--- src/sv/magnetometer_hard_soft_iron_calibration_macros.svh ---
// Assertion macros shared by the calibration block.
// Each macro expects clk and arst_n in scope.
`ifndef MAGNETOMETER_HARD_SOFT_IRON_CALIBRATION_MACROS_SVH
`define MAGNETOMETER_HARD_SOFT_IRON_CALIBRATION_MACROS_SVH

// Consequent must hold in the same cycle as the antecedent.
`define MHSI_ASSERT_NOW(lbl, ante, cons, msg) \
	lbl: assert property (@(posedge clk) disable iff (!arst_n) (ante) |-> (cons)) \
		else $error(msg);

// Consequent must hold in the cycle after the antecedent.
`define MHSI_ASSERT_NEXT(lbl, ante, cons, msg) \
	lbl: assert property (@(posedge clk) disable iff (!arst_n) (ante) |=> (cons)) \
		else $error(msg);

`endif

--- src/sv/mhsi_pkg.sv ---
`timescale 1ns / 1ps
package mhsi_pkg;

	localparam int SCALE_FRACTION_BITS_DEF = 12;
	localparam int RAW_W = 16;
	localparam int MAG_W = 26;
	localparam int SCL_W = 16;
	localparam int CNT_W = 32;
	// Divider widths: the sample quotient needs at most 32 + 8 dividend bits.
	localparam int DIV_W = 40;
	localparam int DVS_W = 18;

	localparam logic [DVS_W-1:0] SENS_LOW  = 18'd12000;
	localparam logic [DVS_W-1:0] SENS_HIGH = 18'd3000;
	localparam logic signed [RAW_W-1:0] MIN_RESET = 16'sh7fff;
	localparam logic signed [RAW_W-1:0] MAX_RESET = 16'sh8000;

	typedef enum logic [1:0] {
		ACT_SAMPLE = 2'd0,
		ACT_START  = 2'd1,
		ACT_FINISH = 2'd2,
		ACT_NONE   = 2'd3
	} action_t;

	typedef enum logic [1:0] {
		K_SAMPLE = 2'd0,
		K_START  = 2'd1,
		K_FINISH = 2'd2,
		K_NOP    = 2'd3
	} kind_t;

	typedef struct packed {
		kind_t kind;
		logic signed [RAW_W-1:0] raw_x;
		logic signed [RAW_W-1:0] raw_y;
		logic signed [RAW_W-1:0] raw_z;
	} cmd_t;

	// Head of the command queue as seen by the back end.
	typedef struct packed {
		logic valid;
		cmd_t cmd;
	} qhs_t;

endpackage

--- src/sv/mhsi_front.sv ---
`timescale 1ns / 1ps
module mhsi_front import mhsi_pkg::*; (
	input  logic clk,
	input  logic arst_n,
	input  logic in_valid,
	output logic in_stall,
	input  logic [1:0] action,
	input  logic signed [RAW_W-1:0] raw_x,
	input  logic signed [RAW_W-1:0] raw_y,
	input  logic signed [RAW_W-1:0] raw_z,
	output qhs_t head,
	input  logic pop
);

	cmd_t ent_q [2];
	logic wr_ptr_q;
	logic rd_ptr_q;
	logic [1:0] fill_q;
	kind_t kind;
	logic push;
	logic take;

	// Decode the action into the command kind the back end executes.
	always_comb begin
		case (action_t'(action))
			ACT_SAMPLE: kind = K_SAMPLE;
			ACT_START:  kind = K_START;
			ACT_FINISH: kind = K_FINISH;
			default:    kind = K_NOP;
		endcase
	end

	assign in_stall = (fill_q == 2'd2);
	assign push = in_valid && !in_stall;
	assign take = pop && (fill_q != 2'd0);

	always_ff @(posedge clk) begin
		if (push) begin
			ent_q[wr_ptr_q] <= '{kind: kind, raw_x: raw_x, raw_y: raw_y, raw_z: raw_z};
		end
	end

	always_ff @(posedge clk or negedge arst_n) begin
		if (!arst_n) begin
			wr_ptr_q <= 1'b0;
			rd_ptr_q <= 1'b0;
			fill_q <= 2'd0;
		end else begin
			if (push) begin
				wr_ptr_q <= !wr_ptr_q;
			end
			if (take) begin
				rd_ptr_q <= !rd_ptr_q;
			end
			fill_q <= fill_q + {1'b0, push} - {1'b0, take};
		end
	end

	assign head.valid = (fill_q != 2'd0);
	assign head.cmd = ent_q[rd_ptr_q];

endmodule

--- src/sv/mhsi_div.sv ---
`timescale 1ns / 1ps
module mhsi_div import mhsi_pkg::*; (
	input  logic clk,
	input  logic arst_n,
	input  logic start,
	input  logic [DIV_W-1:0] dividend,
	input  logic [DVS_W-1:0] divisor,
	output logic busy,
	output logic done,
	output logic [DIV_W-1:0] quotient
);

	localparam int STEP_W = $clog2(DIV_W + 1);

	logic busy_q;
	logic [STEP_W-1:0] step_q;
	logic [DVS_W-1:0] rem_q;
	logic [DVS_W-1:0] dvs_q;
	logic [DIV_W-1:0] quo_q;
	logic [DVS_W:0] trial;
	logic [DVS_W:0] diff;
	logic ge;

	// Restoring division, one quotient bit per cycle, MSB first.
	assign trial = {rem_q, quo_q[DIV_W-1]};
	assign diff = trial - {1'b0, dvs_q};
	assign ge = (trial >= {1'b0, dvs_q});

	always_ff @(posedge clk) begin
		if (start) begin
			quo_q <= dividend;
			rem_q <= '0;
			dvs_q <= divisor;
		end else if (busy_q && (step_q != '0)) begin
			rem_q <= ge ? diff[DVS_W-1:0] : trial[DVS_W-1:0];
			quo_q <= {quo_q[DIV_W-2:0], ge};
		end
	end

	always_ff @(posedge clk or negedge arst_n) begin
		if (!arst_n) begin
			busy_q <= 1'b0;
			step_q <= '0;
		end else if (start) begin
			busy_q <= 1'b1;
			step_q <= STEP_W'(DIV_W);
		end else if (busy_q) begin
			if (step_q != '0) begin
				step_q <= step_q - 1'b1;
			end else begin
				busy_q <= 1'b0;
			end
		end
	end

	assign busy = busy_q;
	assign done = busy_q && (step_q == '0);
	assign quotient = quo_q;

endmodule

--- src/sv/mhsi_back.sv ---
`timescale 1ns / 1ps
`include "magnetometer_hard_soft_iron_calibration_macros.svh"
module mhsi_back import mhsi_pkg::*; #(
	parameter int SCALE_FRACTION_BITS = SCALE_FRACTION_BITS_DEF
) (
	input  logic clk,
	input  logic arst_n,
	input  logic range_high,
	input  qhs_t head,
	output logic pop,
	output logic out_valid,
	input  logic out_stall,
	output logic signed [MAG_W-1:0] mag_x,
	output logic signed [MAG_W-1:0] mag_y,
	output logic signed [MAG_W-1:0] mag_z,
	output logic sample_valid,
	output logic calibrating_now,
	output logic calibration_done,
	output logic [CNT_W-1:0] samples_seen
);

	localparam int SHIFT = 16 - SCALE_FRACTION_BITS;
	localparam int ONE_I = 1 << SCALE_FRACTION_BITS;
	localparam logic [SCL_W-1:0] UNITY = (ONE_I > 65535) ? 16'hFFFF : SCL_W'(ONE_I);
	localparam logic [DIV_W-1:0] MAG_HALF = DIV_W'(1) << (MAG_W - 1);

	typedef enum logic [7:0] {
		S_IDLE  = 8'b0000_0001,
		S_MUL   = 8'b0000_0010,
		S_SDIV  = 8'b0000_0100,
		S_SWAIT = 8'b0000_1000,
		S_FPREP = 8'b0001_0000,
		S_FSEL  = 8'b0010_0000,
		S_FWAIT = 8'b0100_0000,
		S_DONE  = 8'b1000_0000
	} state_t;

	state_t state_q;
	logic [1:0] axis_q;
	cmd_t cmd_q;
	logic signed [RAW_W-1:0] min_q [3];
	logic signed [RAW_W-1:0] max_q [3];
	logic signed [RAW_W-1:0] off_q [3];
	logic [SCL_W-1:0] scl_q [3];
	logic signed [RAW_W:0] rng_q [3];
	logic signed [RAW_W+2:0] sum_q;
	logic [31:0] prod_q;
	logic neg_q;
	logic [MAG_W-1:0] mag_q [3];
	logic tracking_q;
	logic done_q;
	logic [CNT_W-1:0] cnt_q;
	logic out_valid_q;
	logic signed [MAG_W-1:0] mag_x_q;
	logic signed [MAG_W-1:0] mag_y_q;
	logic signed [MAG_W-1:0] mag_z_q;
	logic sample_valid_q;
	logic calibrating_q;
	logic cal_done_q;
	logic [CNT_W-1:0] seen_q;

	logic signed [RAW_W-1:0] raw_a [3];
	logic signed [RAW_W-1:0] raw_sel;
	logic signed [RAW_W:0] diff;
	logic [RAW_W:0] absd;
	logic signed [RAW_W:0] rng_sel;
	logic signed [RAW_W:0] mid [3];
	logic signed [RAW_W-1:0] off_new [3];
	logic fin_go;
	logic div_start;
	logic div_busy;
	logic div_done;
	logic [DIV_W-1:0] div_dvd;
	logic [DVS_W-1:0] div_dvs;
	logic [DIV_W-1:0] div_quo;
	logic [DIV_W-1:0] quo_neg;
	logic [MAG_W-1:0] mag_sat;
	logic [SCL_W-1:0] scale_sat;
	logic is_samp;
	logic is_start;
	logic is_fin;
	logic trk_nx;
	logic dn_nx;
	logic can_out;
	logic load;
	logic last_axis;
	logic fin_load;
	logic fin_flags;
	logic word_idle;
	logic mags_zero;

	assign raw_a[0] = cmd_q.raw_x;
	assign raw_a[1] = cmd_q.raw_y;
	assign raw_a[2] = cmd_q.raw_z;

	always_comb begin
		case (axis_q)
			2'd0: raw_sel = cmd_q.raw_x;
			2'd1: raw_sel = cmd_q.raw_y;
			default: raw_sel = cmd_q.raw_z;
		endcase
	end

	// Offset-removed magnitude; the sign is put back after the division.
	assign diff = {raw_sel[RAW_W-1], raw_sel} - {off_q[axis_q][RAW_W-1], off_q[axis_q]};
	assign absd = diff[RAW_W] ? (-diff) : diff;
	assign rng_sel = rng_q[axis_q];
	assign fin_go = (rng_sel > 0) && (sum_q > 0);

	// Offset is the midpoint, truncated toward zero.
	always_comb begin
		for (int i = 0; i < 3; i++) begin
			mid[i] = {max_q[i][RAW_W-1], max_q[i]} + {min_q[i][RAW_W-1], min_q[i]};
			off_new[i] = RAW_W'((mid[i] + {{RAW_W{1'b0}}, mid[i][RAW_W]}) >>> 1);
		end
	end

	assign div_start = (state_q == S_SDIV) || ((state_q == S_FSEL) && fin_go);
	assign div_dvd = (state_q == S_SDIV) ? (DIV_W'(prod_q) << SHIFT)
		: (DIV_W'(sum_q[RAW_W+1:0]) << SCALE_FRACTION_BITS);
	assign div_dvs = (state_q == S_SDIV) ? (range_high ? SENS_HIGH : SENS_LOW)
		: (DVS_W'({rng_sel[RAW_W-1:0], 1'b0}) + DVS_W'(rng_sel[RAW_W-1:0]));

	mhsi_div u_div (
		.clk      (clk),
		.arst_n   (arst_n),
		.start    (div_start),
		.dividend (div_dvd),
		.divisor  (div_dvs),
		.busy     (div_busy),
		.done     (div_done),
		.quotient (div_quo)
	);

	assign quo_neg = -div_quo;
	always_comb begin
		if (neg_q) begin
			mag_sat = (div_quo > MAG_HALF) ? {1'b1, {(MAG_W-1){1'b0}}} : quo_neg[MAG_W-1:0];
		end else begin
			mag_sat = (div_quo >= MAG_HALF) ? {1'b0, {(MAG_W-1){1'b1}}} : div_quo[MAG_W-1:0];
		end
	end
	assign scale_sat = (|div_quo[DIV_W-1:SCL_W]) ? {SCL_W{1'b1}} : div_quo[SCL_W-1:0];

	assign is_samp = (cmd_q.kind == K_SAMPLE);
	assign is_start = (cmd_q.kind == K_START);
	assign is_fin = (cmd_q.kind == K_FINISH);
	assign trk_nx = is_start ? 1'b1 : (is_fin ? 1'b0 : tracking_q);
	assign dn_nx = is_start ? 1'b0 : ((is_fin && tracking_q) ? 1'b1 : done_q);
	assign can_out = !out_valid_q || !out_stall;
	assign load = (state_q == S_DONE) && can_out;
	assign pop = (state_q == S_IDLE) && head.valid;
	assign last_axis = (axis_q == 2'd2);

	always_ff @(posedge clk or negedge arst_n) begin
		if (!arst_n) begin
			state_q <= S_IDLE;
			axis_q <= 2'd0;
			tracking_q <= 1'b0;
			done_q <= 1'b0;
			cnt_q <= '0;
			out_valid_q <= 1'b0;
			for (int i = 0; i < 3; i++) begin
				min_q[i] <= MIN_RESET;
				max_q[i] <= MAX_RESET;
				off_q[i] <= '0;
				scl_q[i] <= UNITY;
			end
		end else begin
			if (load) begin
				out_valid_q <= 1'b1;
			end else if (!out_stall) begin
				out_valid_q <= 1'b0;
			end
			case (state_q)
				S_IDLE: begin
					if (head.valid) begin
						axis_q <= 2'd0;
						case (head.cmd.kind)
							K_SAMPLE: state_q <= S_MUL;
							K_FINISH: state_q <= tracking_q ? S_FPREP : S_DONE;
							default:  state_q <= S_DONE;
						endcase
					end
				end
				S_MUL: state_q <= S_SDIV;
				S_SDIV: state_q <= S_SWAIT;
				S_SWAIT: begin
					if (div_done) begin
						axis_q <= axis_q + 2'd1;
						state_q <= last_axis ? S_DONE : S_MUL;
					end
				end
				S_FPREP: begin
					for (int i = 0; i < 3; i++) begin
						off_q[i] <= off_new[i];
					end
					state_q <= S_FSEL;
				end
				S_FSEL: begin
					if (fin_go) begin
						state_q <= S_FWAIT;
					end else begin
						// A positive range with a non-positive sum gives a zero scale.
						if (rng_sel > 0) begin
							scl_q[axis_q] <= '0;
						end
						axis_q <= axis_q + 2'd1;
						state_q <= last_axis ? S_DONE : S_FSEL;
					end
				end
				S_FWAIT: begin
					if (div_done) begin
						scl_q[axis_q] <= scale_sat;
						axis_q <= axis_q + 2'd1;
						state_q <= last_axis ? S_DONE : S_FSEL;
					end
				end
				S_DONE: begin
					if (can_out) begin
						tracking_q <= trk_nx;
						done_q <= dn_nx;
						cnt_q <= cnt_q + CNT_W'(is_samp);
						for (int i = 0; i < 3; i++) begin
							if (is_start) begin
								min_q[i] <= MIN_RESET;
								max_q[i] <= MAX_RESET;
							end else if (is_samp && tracking_q) begin
								if (raw_a[i] < min_q[i]) begin
									min_q[i] <= raw_a[i];
								end
								if (raw_a[i] > max_q[i]) begin
									max_q[i] <= raw_a[i];
								end
							end
						end
						state_q <= S_IDLE;
					end
				end
				default: state_q <= S_IDLE;
			endcase
		end
	end

	always_ff @(posedge clk) begin
		if (pop) begin
			cmd_q <= head.cmd;
		end
		if (state_q == S_MUL) begin
			prod_q <= absd[RAW_W-1:0] * scl_q[axis_q];
			neg_q <= diff[RAW_W];
		end
		if ((state_q == S_SWAIT) && div_done) begin
			mag_q[axis_q] <= mag_sat;
		end
		if (state_q == S_FPREP) begin
			for (int i = 0; i < 3; i++) begin
				rng_q[i] <= {max_q[i][RAW_W-1], max_q[i]} - {min_q[i][RAW_W-1], min_q[i]};
			end
			sum_q <= ({max_q[0][RAW_W-1], max_q[0][RAW_W-1], max_q[0][RAW_W-1], max_q[0]}
				- {min_q[0][RAW_W-1], min_q[0][RAW_W-1], min_q[0][RAW_W-1], min_q[0]})
				+ ({max_q[1][RAW_W-1], max_q[1][RAW_W-1], max_q[1][RAW_W-1], max_q[1]}
				- {min_q[1][RAW_W-1], min_q[1][RAW_W-1], min_q[1][RAW_W-1], min_q[1]})
				+ ({max_q[2][RAW_W-1], max_q[2][RAW_W-1], max_q[2][RAW_W-1], max_q[2]}
				- {min_q[2][RAW_W-1], min_q[2][RAW_W-1], min_q[2][RAW_W-1], min_q[2]});
		end
		if (load) begin
			mag_x_q <= is_samp ? mag_q[0] : '0;
			mag_y_q <= is_samp ? mag_q[1] : '0;
			mag_z_q <= is_samp ? mag_q[2] : '0;
			sample_valid_q <= is_samp;
			calibrating_q <= trk_nx;
			cal_done_q <= dn_nx;
			seen_q <= cnt_q + CNT_W'(is_samp);
		end
	end

	assign out_valid = out_valid_q;
	assign mag_x = mag_x_q;
	assign mag_y = mag_y_q;
	assign mag_z = mag_z_q;
	assign sample_valid = sample_valid_q;
	assign calibrating_now = calibrating_q;
	assign calibration_done = cal_done_q;
	assign samples_seen = seen_q;

	assign fin_load = load && is_fin && tracking_q;
	assign fin_flags = !tracking_q && done_q;
	assign word_idle = out_valid_q && !sample_valid_q;
	assign mags_zero = (mag_x_q == '0) && (mag_y_q == '0) && (mag_z_q == '0);

	`MHSI_ASSERT_NOW(a_div_free, div_start, !div_busy, "divider started while busy")
	`MHSI_ASSERT_NOW(a_out_safe, load, !(out_valid_q && out_stall), "result register overwritten")
	`MHSI_ASSERT_NEXT(a_fin_flags, fin_load, fin_flags, "finish flags wrong")
	`MHSI_ASSERT_NOW(a_mag_zero, word_idle, mags_zero, "field set on a non-sample word")

endmodule

--- src/sv/magnetometer_hard_soft_iron_calibration.sv ---
// A sample word runs a multiply and a division per axis before its result; a finish while
// calibrating runs a division per axis with a positive range and sum.
// Start, idle actions and a finish while not calibrating need no division.
// The back end takes one word at a time, each sample through three 40-step radix-2
// divisions; a two-word queue takes new words meanwhile.
// Reset (arst_n low, asynchronous) restores unity scales, zero offsets, empty extremes and range 0.
`timescale 1ns / 1ps
module magnetometer_hard_soft_iron_calibration import mhsi_pkg::*; #(
	parameter int SCALE_FRACTION_BITS = SCALE_FRACTION_BITS_DEF
) (
	input  logic clk,
	input  logic arst_n,
	input  logic cfg_we,
	input  logic cfg_wdata,
	input  logic in_valid,
	output logic in_stall,
	input  logic [1:0] action,
	input  logic signed [RAW_W-1:0] raw_x,
	input  logic signed [RAW_W-1:0] raw_y,
	input  logic signed [RAW_W-1:0] raw_z,
	output logic out_valid,
	input  logic out_stall,
	output logic signed [MAG_W-1:0] mag_x,
	output logic signed [MAG_W-1:0] mag_y,
	output logic signed [MAG_W-1:0] mag_z,
	output logic sample_valid,
	output logic calibrating_now,
	output logic calibration_done,
	output logic [CNT_W-1:0] samples_seen
);

	// The range register picks the sensitivity divisor: 12000 counts per gauss when low,
	// 3000 when high. Write it only while the block is idle; the block does not enforce it.
	logic range_high_q;

	// The front end decodes each word and holds it in the queue; the back end pops it
	// once the previous word has been handed to the result register.
	qhs_t head;
	logic pop;

	always_ff @(posedge clk or negedge arst_n) begin
		if (!arst_n) begin
			range_high_q <= 1'b0;
		end else if (cfg_we) begin
			range_high_q <= cfg_wdata;
		end
	end

	mhsi_front u_front (
		.clk      (clk),
		.arst_n   (arst_n),
		.in_valid (in_valid),
		.in_stall (in_stall),
		.action   (action),
		.raw_x    (raw_x),
		.raw_y    (raw_y),
		.raw_z    (raw_z),
		.head     (head),
		.pop      (pop)
	);

	// The back end runs the correction per axis (multiply, then divide by the sensitivity)
	// and the finish step (midpoint offsets, then a scale division for each axis whose range
	// and sum are positive), all on a single shared divider.
	mhsi_back #(
		.SCALE_FRACTION_BITS (SCALE_FRACTION_BITS)
	) u_back (
		.clk              (clk),
		.arst_n           (arst_n),
		.range_high       (range_high_q),
		.head             (head),
		.pop              (pop),
		.out_valid        (out_valid),
		.out_stall        (out_stall),
		.mag_x            (mag_x),
		.mag_y            (mag_y),
		.mag_z            (mag_z),
		.sample_valid     (sample_valid),
		.calibrating_now  (calibrating_now),
		.calibration_done (calibration_done),
		.samples_seen     (samples_seen)
	);

endmodule

--- config.mk ---
export PLATFORM = sky130hd
export DESIGN_NAME = magnetometer_hard_soft_iron_calibration
export DESIGN_NICKNAME = d
export VERILOG_FILES = /design/src/sv/mhsi_pkg.sv /design/src/sv/mhsi_front.sv /design/src/sv/mhsi_div.sv /design/src/sv/mhsi_back.sv /design/src/sv/magnetometer_hard_soft_iron_calibration.sv
export VERILOG_INCLUDE_DIRS = /design/src /design/src/sv
export SDC_FILE = /design/constraint.sdc
export NUM_CORES = 2
export LEC_CHECK = 0
export BUFFER_PORTS_ARGS = -buffer_cell sky130_fd_sc_hd__buf_2
export CORE_ASPECT_RATIO = 0.75
export CORE_MARGIN = 1
export CORE_UTILIZATION = 40
export CTS_CLUSTER_SIZE = 10
export DETAILED_ROUTE_END_ITERATION = 6
export PLACE_DENSITY_LB_ADDON = 0.05
export SETUP_SLACK_MARGIN = 0.2
export SYNTH_ARGS = -nofsm -noshare
export SYNTH_HDL_FRONTEND = slang
export SYNTH_SLANG_ARGS = --single-unit
--- constraint.sdc ---
create_clock -name clk -period 34.9 [get_ports clk]
set_input_delay 1.745 -clock clk [delete_from_list [all_inputs] [get_ports clk]]
set_output_delay 1.745 -clock clk [all_outputs]
set_load 0.01 [all_outputs]
==> qor.yml <==
setup_viol: 0
clk-insertion-delay-late_ps: 730
yosys_warnings: 0
core_mm2: 0.125
rows: 112
antenna_found_initial: 4
hold_buffers: 0
cp.required_ps: 35340
drive_above_1_share_pct: 11.4
cp_slowest_stage_delay_ps: 710
cp_max_fo: 68
synth_area_leaders: "edfxtp_1, dfrtp_1, ha_1, fa_1, inv_1"
fin_setup_tns_ps: 0
syn2layout_area_growth_pct: 11.0
crit_path_start_kind: "register"
drt_first_pass_iters: 5
grt_first_pass_wirelength_um: 227000
routabilityCongestion: 0.921
cts-resized-gates: 0
holdCritPathClass: "reg -> reg"
seq_area_frac_synth_pct: 42.8
post_cts_buffers: 0
crit_slowest_cell: "xor2_1"
grt_overflow: 0
syn-num-nets: 5493
dieWidth_um: 414
cp_data_arrival_time_ps: 12360
dpl.hpwl_um: 116000
ys_async_sr_fraction_pct: 32.4
syn_area_per_cell_um2: 10.5
cts-root-buf: "clkbuf_16"
syn_area_mm2: 0.0508
clk_path_buf_depth: 3
skew_ps: 70.2
nNetsFinal: 5641
cp-end-kind: "register"
synth_cell_type_count: 89
slew_violations: 0
report.final.hold_viol_count: 0
status: "completed"
layout_min_cycle_time_ps: 11920
yosys.area.top_type: "edfxtp_1"
htreeDepth: 3
port_buffers: 170
vias_per_cell: 5.40
ys_dominant_reg_cell: "edfxtp_1"
cap_violations: 0
grt.total_usage_pct: 23.6
start_util_pct: 40.6
grt_pass1_vias: 35600
cts_buffers: 90
die_y_um: 311
dieArea_mm2: 0.129
tightest_slew_ps: 1300
grt_max_degree: 123
wl_per_cell_um: 22.4
max_freq_ghz: 0.0839
cts.sink_count: 769
period_share_pct: 34.2
rsz0062_at_grt: "no"
synth_common_cells: "inv_1, edfxtp_1, nand2_1"
routed_wl_um: 150000
fin_hold_ws_ps: 480
relSlewSlack_pct: 11.3
synth_edf_count: 502
ant_nets: 0
post-synth-top-area-fraction_pct: 29.7
fillers: 11900
yosys_register_bits: 769
ioPinCount: 171
drcViolationCount: 0
dr_total_vias: 36200
post-synth-top-count-cell: "inv_1"
critPathKind: "reg -> reg"
synthCells: 4833
cts_tree: "built"
cp_common_cell: "fa_1"
path_clk_slew_ps: 60
drtIter0Drc: 2937
worst max-delay path, delay by kind of cell (launching register included):
kind	cells	cell delay, ps
xor gates and xnor gates	2	1130
and+or+nand+nor	5	1290
buffers and inverters	8	1450
DFF	1	330
adders and majority gates	10	4470
AOI/OAI and AO/OA	12	2960
cell type report:
cell class | count | area (um^2) | area share (%)
sequential | 769 | 21700 | 38.5
timing repair buffer | 234 | 1350 | 2.40
antenna | 2 | 5.00 | 0.00887
clock buffer | 155 | 2550 | 4.51
tap | 1653 | 2070 | 3.67
clock inverter | 12 | 178 | 0.315
multi-input combinational | 3374 | 26600 | 47.1
inverter | 512 | 1930 | 3.42
registers in the layout (all words and copies together), names as in the netlist, 40 cells and up:
name                   count
u_back.u_div.quotient     40
u_back.cmd_q              50
u_back.rng_q              51
u_back.max_q              48
u_back.min_q              48
u_back.off_q              48
u_back.mag_q              78
u_back.scl_q              48
u_front.ent_q            100
per-layer routing:
layer	vias up	wire [um]	part of all wire (%)	track usage, %
met5	-	0	0	0
met2	951	59300	39	31.8
met4	0	2330	1.5	4.38
li1	17200	-	-	-
met3	135	12200	8.1	6.55
met1	18000	76600	51	37.1
cells by family (layout without fill, tap and decap cells):
group	count (synthesis)	in the layout	share of synthesized area, %
DFF	769	769	42.8
buffers and inverters	690	913	5.14
muxes	174	174	3.67
and+or+nand+nor	1419	1419	13.4
other	0	2	0
xor gates and xnor gates	262	262	4.51
AOI/OAI and AO/OA	915	915	12.4
adders and majority gates	604	604	18.1
cell usage in the layout, fill, tap and decap left out, types with 21 or more instances in the layout:
master / Yosys / final
a311oi_1: 23 / 23
dfrtp_1: 197 / 194
fa_1: 221 / 221
xor2_1: 88 / 88
nor4_1: 32 / 32
buf_4: 1 / 63
nor2_1: 401 / 395
nand2_1: 414 / 413
dfstp_2: 52 / 52
mux2_2: 100 / 100
ha_1: 383 / 383
a21o_1: 74 / 74
xnor2_1: 174 / 174
clkbuf_16: 0 / 90
edfxtp_1: 502 / 502
nor3_1: 83 / 81
or3_1: 33 / 33
clkbuf_1: 155 / 60
nand3_1: 68 / 68
and2_1: 110 / 110
and3_1: 29 / 28
a211oi_1: 32 / 31
nor2b_1: 63 / 62
nand4_1: 34 / 34
a21oi_1: 195 / 191
a22o_1: 47 / 47
o21ai_0: 191 / 191
o21a_1: 58 / 58
buf_2: 8 / 169
mux2i_1: 74 / 74
o22a_1: 31 / 31
or2_2: 29 / 29
nand2b_1: 58 / 58
inv_1: 511 / 510
a31oi_1: 21 / 21
through the flow:
step                      util (%)  instances  setup WS [ps]  cell area [um^2]
after floorplan                  -       4833          23720             50800
after global placement        42.9       6542          23360             53700
after detailed placement      42.9       6542          23060             53700
after CTS                     45.1       6709          23010             56400
after global routing          45.1       6709          22140             56400
final                         45.1       6711          22980             56400
worst paths after layout:
check                      cells past startpoint           endpoint              from  slack (ps)
setup / recovery                              37  u_back.prod_q[29]  u_back.axis_q[1]       22980
min in group asynchronous                      1       range_high_q            arst_n         960
hold reg to reg                                2   u_back.off_q[16]  u_back.off_q[16]         480
max in group asynchronous                      3    u_back.max_q[4]            arst_n       31820
hold / removal                                 2   u_back.off_q[16]  u_back.off_q[16]         480
setup reg to reg                              37  u_back.prod_q[29]  u_back.axis_q[1]       22980
Power is not shown: default switching activity piles up to over one toggle a cycle in this logic, so the estimate is an artifact.
